$ cat src/design/tgd_pkg.sv
package tgd_pkg;

  localparam int MAX_SIDE    = 8;
  localparam int STORE_DEPTH = MAX_SIDE * MAX_SIDE;
  localparam int ADDR_W      = $clog2(STORE_DEPTH);
  localparam int COUNT_W     = 7;
  localparam int SIDE_W      = 4;
  localparam int POS_W       = $clog2(MAX_SIDE);
  localparam int BYTE_W      = 8;
  localparam int MASK_W      = 64;

  localparam logic [COUNT_W-1:0] COUNT_MAX = 7'd127;

  // configuration register indexes
  localparam logic REG_GRID_SIZE = 1'b0;
  localparam logic REG_HOLE_MASK = 1'b1;

  // position of the scan: quarter turn, row and column of the turned grille
  typedef struct packed {
    logic [1:0]       pass;
    logic [POS_W-1:0] row;
    logic [POS_W-1:0] col;
  } scan_pos_t;

endpackage

$ cat src/design/tgd_ram.sv
module tgd_ram #(
  parameter int WIDTH = 8,
  parameter int DEPTH = 64
) (
  input  logic                     clk,
  input  logic                     we,
  input  logic [$clog2(DEPTH)-1:0] waddr,
  input  logic [WIDTH-1:0]         wdata,
  input  logic                     re,
  input  logic [$clog2(DEPTH)-1:0] raddr,
  output logic [WIDTH-1:0]         rdata
);

  logic [WIDTH-1:0] mem [DEPTH];

  always_ff @(posedge clk) begin
    if (we) begin
      mem[waddr] <= wdata;
    end
    // hold read data until the next read
    if (re) begin
      rdata <= mem[raddr];
    end
  end

endmodule

$ cat src/design/tgd_hole.sv
module tgd_hole (
  input  tgd_pkg::scan_pos_t             pos,
  input  logic [tgd_pkg::SIDE_W-1:0]     side,
  input  logic [tgd_pkg::MASK_W-1:0]     mask,
  output logic                           hole
);

  logic [tgd_pkg::POS_W-1:0]  last;
  logic [tgd_pkg::POS_W-1:0]  src_row;
  logic [tgd_pkg::POS_W-1:0]  src_col;
  logic [tgd_pkg::COUNT_W-1:0] src_idx;

  // turning the mask r times equals looking up the unturned mask at the
  // cell that the inverse turn gives
  always_comb begin
    last = tgd_pkg::POS_W'(side - 4'd1);
    unique case (pos.pass)
      2'd0: begin
        src_row = pos.row;
        src_col = pos.col;
      end
      2'd1: begin
        src_row = last - pos.col;
        src_col = pos.row;
      end
      2'd2: begin
        src_row = last - pos.row;
        src_col = last - pos.col;
      end
      default: begin
        src_row = pos.col;
        src_col = last - pos.row;
      end
    endcase
    src_idx = tgd_pkg::COUNT_W'(src_row) * tgd_pkg::COUNT_W'(side)
            + tgd_pkg::COUNT_W'(src_col);
    hole = mask[src_idx[tgd_pkg::ADDR_W-1:0]];
  end

endmodule

$ cat src/design/turning_grille_decipher.sv
// Turning grille decipher.
// Input stream s_*: one ciphertext byte per item in tdata, tlast on the final
// byte of a message. Bytes are stored at one per cycle while s_tready is high.
// After the final byte the block deciphers: four quarter-turn passes over the
// n*n cells, one cell per cycle, then a check step. It then emits n*n
// plaintext bytes in row-major order on m_*, one per cycle while m_tready
// is high, tlast on the last. A bad grille, a wrong message length or a grid
// size outside 1..8 gives a single item with tuser (invalid) set, tdata zero
// and tlast set. s_tready is low from the final byte until the last result
// has been issued to the output register. Each message of n*n bytes is
// loaded, decoded and emitted before the next is taken; the single-cell scan
// loop over the message and plaintext memories sets the decode time.
// The output register holds a result while m_tready is low; the plaintext
// memory read waits for the register to free.
// Configuration (cfg_we, cfg_index, cfg_data) is written while idle:
// index 0 grid size (reset 4), index 1 hole mask (reset 0).
// Reset (rst, synchronous) clears the byte count and the scan position and
// empties the output register.
module turning_grille_decipher (
  input  logic                           clk,
  input  logic                           rst,
  input  logic                           s_tvalid,
  output logic                           s_tready,
  input  logic [tgd_pkg::BYTE_W-1:0]     s_tdata,   // [7:0] cipher_byte
  input  logic                           s_tlast,   // is_final
  output logic                           m_tvalid,
  input  logic                           m_tready,
  output logic [tgd_pkg::BYTE_W-1:0]     m_tdata,   // [7:0] plain_byte
  output logic                           m_tuser,   // [0] invalid
  output logic                           m_tlast,   // end_of_run
  input  logic                           cfg_we,
  input  logic                           cfg_index,
  input  logic [tgd_pkg::MASK_W-1:0]     cfg_data
);

  typedef enum logic [2:0] {
    ST_LOAD,
    ST_SCAN,
    ST_CHECK,
    ST_EMIT,
    ST_FAIL
  } state_t;

  state_t state;

  logic [tgd_pkg::SIDE_W-1:0]  grid_size;
  logic [tgd_pkg::MASK_W-1:0]  hole_mask;

  logic [tgd_pkg::COUNT_W-1:0] count;
  logic [tgd_pkg::COUNT_W-1:0] count_next;
  logic [tgd_pkg::COUNT_W-1:0] rd_idx;
  logic [tgd_pkg::COUNT_W-1:0] cells;
  tgd_pkg::scan_pos_t          pos;
  tgd_pkg::scan_pos_t          pass_pos [4];
  logic [tgd_pkg::ADDR_W-1:0]  cell_idx;
  logic                        fill_pend;
  logic [tgd_pkg::ADDR_W-1:0]  fill_addr;
  logic [tgd_pkg::ADDR_W-1:0]  emit_idx;
  logic                        out_inv;
  logic                        out_last;

  logic                        acc;
  logic [2*tgd_pkg::SIDE_W-1:0] square;
  logic                        side_ok;
  logic                        start_ok;
  logic [3:0]                  pass_hole;
  logic                        hole;
  logic                        prior_hole;
  logic                        take;
  logic                        bad;
  logic [tgd_pkg::POS_W-1:0]   last_pos;
  logic                        all_filled;
  logic                        slot_free;
  logic                        issue;
  logic                        emit_last;
  logic                        msg_we;
  logic                        msg_re;
  logic                        plain_re;
  logic [tgd_pkg::BYTE_W-1:0]  msg_rdata;
  logic [tgd_pkg::BYTE_W-1:0]  plain_rdata;

  assign s_tready = (state == ST_LOAD);
  assign acc      = s_tvalid && s_tready;

  // saturating byte count; bytes past the store depth are dropped
  assign count_next = (count == tgd_pkg::COUNT_MAX) ? count : count + 7'd1;
  assign msg_we     = acc && (count < tgd_pkg::COUNT_W'(tgd_pkg::STORE_DEPTH));

  assign square   = {4'b0, grid_size} * {4'b0, grid_size};
  assign side_ok  = (grid_size != '0) &&
                    (grid_size <= tgd_pkg::SIDE_W'(tgd_pkg::MAX_SIDE));
  assign start_ok = side_ok && ({1'b0, count_next} == square);

  // look the current cell up under every turn; a hole met in an earlier pass
  // means the cell already holds a byte, since a refused hole ends the scan
  always_comb begin
    for (int q = 0; q < 4; q++) begin
      pass_pos[q]      = pos;
      pass_pos[q].pass = 2'(q);
    end
  end

  for (genvar q = 0; q < 4; q++) begin : g_hole
    tgd_hole u_hole (
      .pos  (pass_pos[q]),
      .side (grid_size),
      .mask (hole_mask),
      .hole (pass_hole[q])
    );
  end

  assign hole = pass_hole[pos.pass];

  always_comb begin
    prior_hole = 1'b0;
    for (int q = 0; q < 4; q++) begin
      if (2'(q) < pos.pass) begin
        prior_hole = prior_hole | pass_hole[q];
      end
    end
  end

  // a hole takes the next byte if there is one and its cell is still empty
  assign last_pos = tgd_pkg::POS_W'(grid_size - 4'd1);
  assign take     = hole && (rd_idx < cells) && !prior_hole;
  assign bad      = hole && !take;
  assign msg_re   = (state == ST_SCAN) && take;

  // every byte taken went to a distinct cell, so n*n bytes used fills them all
  assign all_filled = (rd_idx == cells);

  // output register frees when empty or taken this cycle
  assign slot_free = !m_tvalid || m_tready;
  assign issue     = slot_free && ((state == ST_EMIT) || (state == ST_FAIL));
  assign plain_re  = (state == ST_EMIT) && slot_free;
  assign emit_last = ({1'b0, emit_idx} == cells - 7'd1);

  assign m_tdata = out_inv ? '0 : plain_rdata;
  assign m_tuser = out_inv;
  assign m_tlast = out_last;

  tgd_ram #(
    .WIDTH (tgd_pkg::BYTE_W),
    .DEPTH (tgd_pkg::STORE_DEPTH)
  ) u_msg_ram (
    .clk   (clk),
    .we    (msg_we),
    .waddr (count[tgd_pkg::ADDR_W-1:0]),
    .wdata (s_tdata),
    .re    (msg_re),
    .raddr (rd_idx[tgd_pkg::ADDR_W-1:0]),
    .rdata (msg_rdata)
  );

  // plaintext write lands in the cycle after the message read
  tgd_ram #(
    .WIDTH (tgd_pkg::BYTE_W),
    .DEPTH (tgd_pkg::STORE_DEPTH)
  ) u_plain_ram (
    .clk   (clk),
    .we    (fill_pend),
    .waddr (fill_addr),
    .wdata (msg_rdata),
    .re    (plain_re),
    .raddr (emit_idx),
    .rdata (plain_rdata)
  );

  // configuration registers
  always_ff @(posedge clk) begin
    if (rst) begin
      grid_size <= 4'd4;
      hole_mask <= '0;
    end else if (cfg_we) begin
      unique case (cfg_index)
        tgd_pkg::REG_GRID_SIZE: grid_size <= cfg_data[tgd_pkg::SIDE_W-1:0];
        tgd_pkg::REG_HOLE_MASK: hole_mask <= cfg_data;
        default: ;
      endcase
    end
  end

  always_ff @(posedge clk) begin
    if (rst) begin
      state     <= ST_LOAD;
      count     <= '0;
      rd_idx    <= '0;
      cells     <= '0;
      pos       <= '0;
      cell_idx  <= '0;
      fill_pend <= 1'b0;
      fill_addr <= '0;
      emit_idx  <= '0;
      m_tvalid  <= 1'b0;
      out_inv   <= 1'b0;
      out_last  <= 1'b0;
    end else begin
      fill_pend <= msg_re;
      fill_addr <= cell_idx;
      // raise valid on a new issue, drop the held result once taken
      if (issue) begin
        m_tvalid <= 1'b1;
      end else if (m_tready) begin
        m_tvalid <= 1'b0;
      end

      unique case (state)
        ST_LOAD: begin
          if (acc) begin
            count <= s_tlast ? '0 : count_next;
            if (s_tlast) begin
              cells    <= square[tgd_pkg::COUNT_W-1:0];
              rd_idx   <= '0;
              pos      <= '0;
              cell_idx <= '0;
              state    <= start_ok ? ST_SCAN : ST_FAIL;
            end
          end
        end

        ST_SCAN: begin
          if (bad) begin
            state <= ST_FAIL;
          end else begin
            if (take) begin
              rd_idx <= rd_idx + 7'd1;
            end
            // advance row-major over the turned grille, then to the next turn
            if (pos.col == last_pos) begin
              pos.col <= '0;
              if (pos.row == last_pos) begin
                pos.row  <= '0;
                cell_idx <= '0;
                pos.pass <= pos.pass + 2'd1;
                if (pos.pass == 2'd3) begin
                  state <= ST_CHECK;
                end
              end else begin
                pos.row  <= pos.row + 3'd1;
                cell_idx <= cell_idx + 6'd1;
              end
            end else begin
              pos.col  <= pos.col + 3'd1;
              cell_idx <= cell_idx + 6'd1;
            end
          end
        end

        ST_CHECK: begin
          emit_idx <= '0;
          state    <= all_filled ? ST_EMIT : ST_FAIL;
        end

        ST_EMIT: begin
          if (slot_free) begin
            out_inv  <= 1'b0;
            out_last <= emit_last;
            if (emit_last) begin
              state <= ST_LOAD;
            end else begin
              emit_idx <= emit_idx + 6'd1;
            end
          end
        end

        ST_FAIL: begin
          if (slot_free) begin
            out_inv  <= 1'b1;
            out_last <= 1'b1;
            state    <= ST_LOAD;
          end
        end

        default: state <= ST_LOAD;
      endcase
    end
  end

endmodule
$ cat config.mk
export PLATFORM = sky130hd
export DESIGN_NAME = turning_grille_decipher
export DESIGN_NICKNAME = d
export VERILOG_FILES = /design/src/design/tgd_pkg.sv /design/src/design/tgd_ram.sv /design/src/design/tgd_hole.sv /design/src/design/turning_grille_decipher.sv
export SDC_FILE = /design/constraint.sdc
export NUM_CORES = 1
export LEC_CHECK = 0
export ABC_AREA = 1
export BUFFER_PORTS_ARGS = -buffer_cell sky130_fd_sc_hd__buf_4
export CAP_MARGIN = 20
export CORE_ASPECT_RATIO = 0.9
export CORE_UTILIZATION = 51
export DETAILED_ROUTE_END_ITERATION = 8
export GPL_ROUTABILITY_DRIVEN = 0
export HOLD_SLACK_MARGIN = 0.02
export PLACE_DENSITY = 0.67
export SLEW_MARGIN = 20
export SYNTH_ARGS = -nofsm -noshare
export SYNTH_HDL_FRONTEND = slang
export SYNTH_HIERARCHICAL = 1
export SYNTH_SLANG_ARGS = --single-unit
$ cat constraint.sdc
create_clock -name clk -period 12.51 [get_ports clk]
set_input_delay 1.251 -clock clk [delete_from_list [all_inputs] [get_ports clk]]
set_output_delay 1.251 -clock clk [all_outputs]
set_load 0.05 [all_outputs]
==> metrics list <==
- No sink is reached through more buffers than the 3 on the longest clock path.
- Clock tree synthesis inserted a total of 115 buffers.
- Number of gates resized after CTS: 0
* Number of antenna violations at the first check in global routing: 1
* Endpoint arrival time on the critical path: 7140 ps
* Synthesized flop and latch total: 1161
* Commonest cells after routing, fill and taps aside: 1771 x sky130_fd_sc_hd__nand2_1, 1078 x sky130_fd_sc_hd__nand3_1, 1040 x sky130_fd_sc_hd__edfxtp_1, 464 x sky130_fd_sc_hd__nor2_1, 235 x sky130_fd_sc_hd__inv_1
- WL final: 138100 um
* Row count: 113
- The number of global-route vias before repair came to 37480.
- Dividing the synthesized area by the synthesized cell count gives 9.821 um2.
* CTS H-tree depth: 3
- Unrepaired setup endpoints after global routing: false
- Sequential element share of the synthesized area: 61.45%
- Initial drt markers: 4343
* Number of flops mapped to enable cells by yosys: 1040
- The number of hold-slack violations in the final timing report came to 0.
* Count of nets after finishing: 5766
- Layout area overhead: 8.420%
- The startpoint identified for the worst hold timing path is cell_idx[5].
- Clock-pin slew was measured on the worst setup and hold paths at 60 ps.
* Commonest non-fill, non-tap cell in the layout: sky130_fd_sc_hd__nand2_1
* Number of ports placed on the die boundary: 91
- The first TritonRoute pass finished after 7 iterations.
- Cell count after synthesis: 5576
- The die covers 108700 um2.
- STA classifies the critical path endpoint as a flop.
- The endpoint identified for the worst register-to-register timing path is rd_idx[3].
- For this design, the sink count on the clock tree is 1161.
- Worst setup SP type: flop
* Final Slew Violations: 0
* Non-filler cells, final: 7063
* Worst hold stages: 2
- Setup slack of the worst register-to-register path: 5960 ps
- The worst hold path belongs to the class flop to flop.
* Max VDD drop: 137.9 uV
* Slowest-stage cell, CP: sky130_fd_sc_hd__fa_1
* Critical path start-end classification: flop to flop
- The run finished with clean final reports.
* Transition time at the pin with the least slew margin: 1121 ps
- Overall Global Routing Usage: 25.16%
- Fraction of layout cells with a size suffix above 1: 7.267%
* Initial standard-cell utilization of the core: 51.64%
* Number of routed nets with antenna violations: 0
* Post-Route Skew: 35.65 ps
- TritonCTS built the clock tree.
- Measured in cells, the most critical reg-to-reg path has a length of 31.
- Power density relative to cell area: 143.0 nW/um2
- After clock tree synthesis, the setup repair step added 0 buffers.
- For the final routed database, the setup TNS stands at 0 ps.
- The first global-routing pass estimated 214200 um of wire.
* Async SR Flop Fraction: 0%
- Root buffer cell: sky130_fd_sc_hd__clkbuf_16
- Capture endpoint of the worst hold path: fill_addr[5]
* F_max: 152.7 MHz
- Instance count after placement with tap cells included: 6849
- The most used flip-flop cell after synthesis is sky130_fd_sc_hd__edfxtp_1.
* Summed instance area of the synthesized netlist: 54760 um2
- Maximum number of pins on one net before global-route repair: 204
* Required time at the worst-slack endpoint: 13100 ps
- The number of antenna diodes in the final layout is 0.
* Warnings from Yosys: 6
- The count of buffers added on input and output ports is 90.
* Number of setup violations in the final report: 0
- Post-route clock period utilization: 52.36%
- Startpoint of the worst-slack reg-to-reg timing path: grid_size[0]
- Chip Height: 312.9 um
- Distinct cell type count of the synthesized netlist: 53
* Remaining DRCs: 0
* Count of vias placed by the detailed router: 39758
- The core region is 106000 um2.
* Global route overflow: 0
* Start point of the critical path: grid_size[0]
* Clock latency of the later-clocked register in the worst-skew pair: 720 ps
- The wire-length estimate of the detail-placed layout is 82040 um.
- Hold repair after CTS inserted 0 buffers.
- Number of violations of the max-capacitance limit: 0
- CP peak stage delay: 770 ps
* Max-Slew Margin vs Limit: 24.99%
- Average vias per placed instance: 5.629
- In this design, the critical path's most frequently occurring cell is sky130_fd_sc_hd__nand2_1.
- Summed over all cells, the static leakage comes to 0.02249 uW.
- Wire per inst: 19.55 um
* Width of the chip: 347.4 um
- Time the final worst path needs with I/O delays and setup: 6550 ps
- Of all nets on the critical path, the largest fanout is 23.
[routing by layer]
layer	routed length, um	global-route usage (%)
met1	60290	36.54
met2	62610	39.12
met3	11280	3.828
met4	3894	7.723
met5	20	0
[synth_stat cells, types with 5 or more instances]
cell,instances,area share [%]
sky130_fd_sc_hd__nand2_2,14,0.16
sky130_fd_sc_hd__fa_1,24,0.88
sky130_fd_sc_hd__inv_2,26,0.18
sky130_fd_sc_hd__a21oi_2,5,0.080
sky130_fd_sc_hd__clkbuf_1,53,0.36
sky130_fd_sc_hd__xnor2_1,24,0.38
sky130_fd_sc_hd__ha_1,74,1.7
sky130_fd_sc_hd__inv_1,238,1.6
sky130_fd_sc_hd__a21oi_1,57,0.52
sky130_fd_sc_hd__buf_2,79,0.72
sky130_fd_sc_hd__o31ai_1,5,0.069
sky130_fd_sc_hd__nor2_1,464,3.2
sky130_fd_sc_hd__buf_6,96,2.0
sky130_fd_sc_hd__nand2_1,1771,12
sky130_fd_sc_hd__buf_4,46,0.63
sky130_fd_sc_hd__o21ai_0,115,1.1
sky130_fd_sc_hd__buf_1,22,0.15
sky130_fd_sc_hd__nand3_1,1078,9.9
sky130_fd_sc_hd__o21ai_1,56,0.51
sky130_fd_sc_hd__dfxtp_1,121,4.4
sky130_fd_sc_hd__nor2_2,15,0.17
sky130_fd_sc_hd__a221oi_1,8,0.13
sky130_fd_sc_hd__or2_1,14,0.16
sky130_fd_sc_hd__edfxtp_1,1040,57
sky130_fd_sc_hd__xor2_1,14,0.22
sky130_fd_sc_hd__nand4_1,27,0.31
sky130_fd_sc_hd__nor4_1,17,0.19
sky130_fd_sc_hd__nor3_1,14,0.13
sky130_fd_sc_hd__o211ai_1,7,0.096
[power breakdown]
part	internal, uW	switching, uW	total, uW
sequential	4220	41.8	4260
clock	1900	1470	3370
combinational	273	588	862
[area by class of cell]
cell class                 count  area (um2)
tap                         1380        1727
inverter                     270        1041
multi-input combinational   3892       18090
fill                        9053       46670
timing repair buffer         149        1182
clock inverter                69       679.4
clock buffer                 142        2979
sequential                  1161       33670
[state kept, by name, indices dropped and copies added (netlist names)]
name / flops
cell_idx: 6
cells: 6
count: 7
emit_idx: 6
fill_addr: 6
fill_pend: 1
grid_size: 4
hole_mask: 64
m_tlast: 1
m_tuser: 1
m_tvalid: 1
pass_pos: 6
pos: 2
rd_idx: 7
state: 3
u_msg_ram/mem: 512
u_msg_ram/rdata: 8
u_plain_ram/mem: 512
u_plain_ram/rdata: 8
[worst max-delay path by stage]
stage | cells past startpoint | endpoint | slack (ps)
6_report | 31 | rd_idx[3] | 5960
5_1_grt | 30 | rd_idx[3] | 5450
4_1_cts | 31 | rd_idx[3] | 6020
3_5_place_dp | 31 | rd_idx[3] | 6020
3_3_place_gp | 31 | rd_idx[3] | 6170
2_1_floorplan | 30 | rd_idx[3] | 6800
[worst max-delay path: cells and delay by family (launching register included)]
family                   cells  cell delay, ps
flip-flops                   1             300
adder cells (fa/ha/maj)      5            2650
AO/OA/AOI/OAI                7             790
AND/OR/NAND/NOR             13            1590
buffers and inverters        6            1080
[logic make-up after synthesis]
logic type,count (synthesis),share of synthesized area (%)
fa+ha+maj,98,2.568
buf+inv,570,5.838
compound gates,266,2.676
flops,1161,61.45
simple gates,3437,26.73
xor+xnor,42,0.7266
other cells,2,0.01371
[per-stage QoR]
step | hold slack, ps | total power [uW] | cell area [um2] | setup WS, ps | util, %
detailed placement | 434.5 | 5175 | 55630 | 6019 | 52.46
finish | 451.3 | 8488 | 59370 | 5960 | 55.99
global placement | 439.7 | 5161 | 55630 | 6175 | 52.46
CTS | 450.0 | 8521 | 59290 | 6018 | 55.91
floorplan | 414.9 | 4964 | 54940 | 6796 | -
global route | 467.2 | 8777 | 59370 | 5448 | 55.99
(Power assumes the default switching activity.)
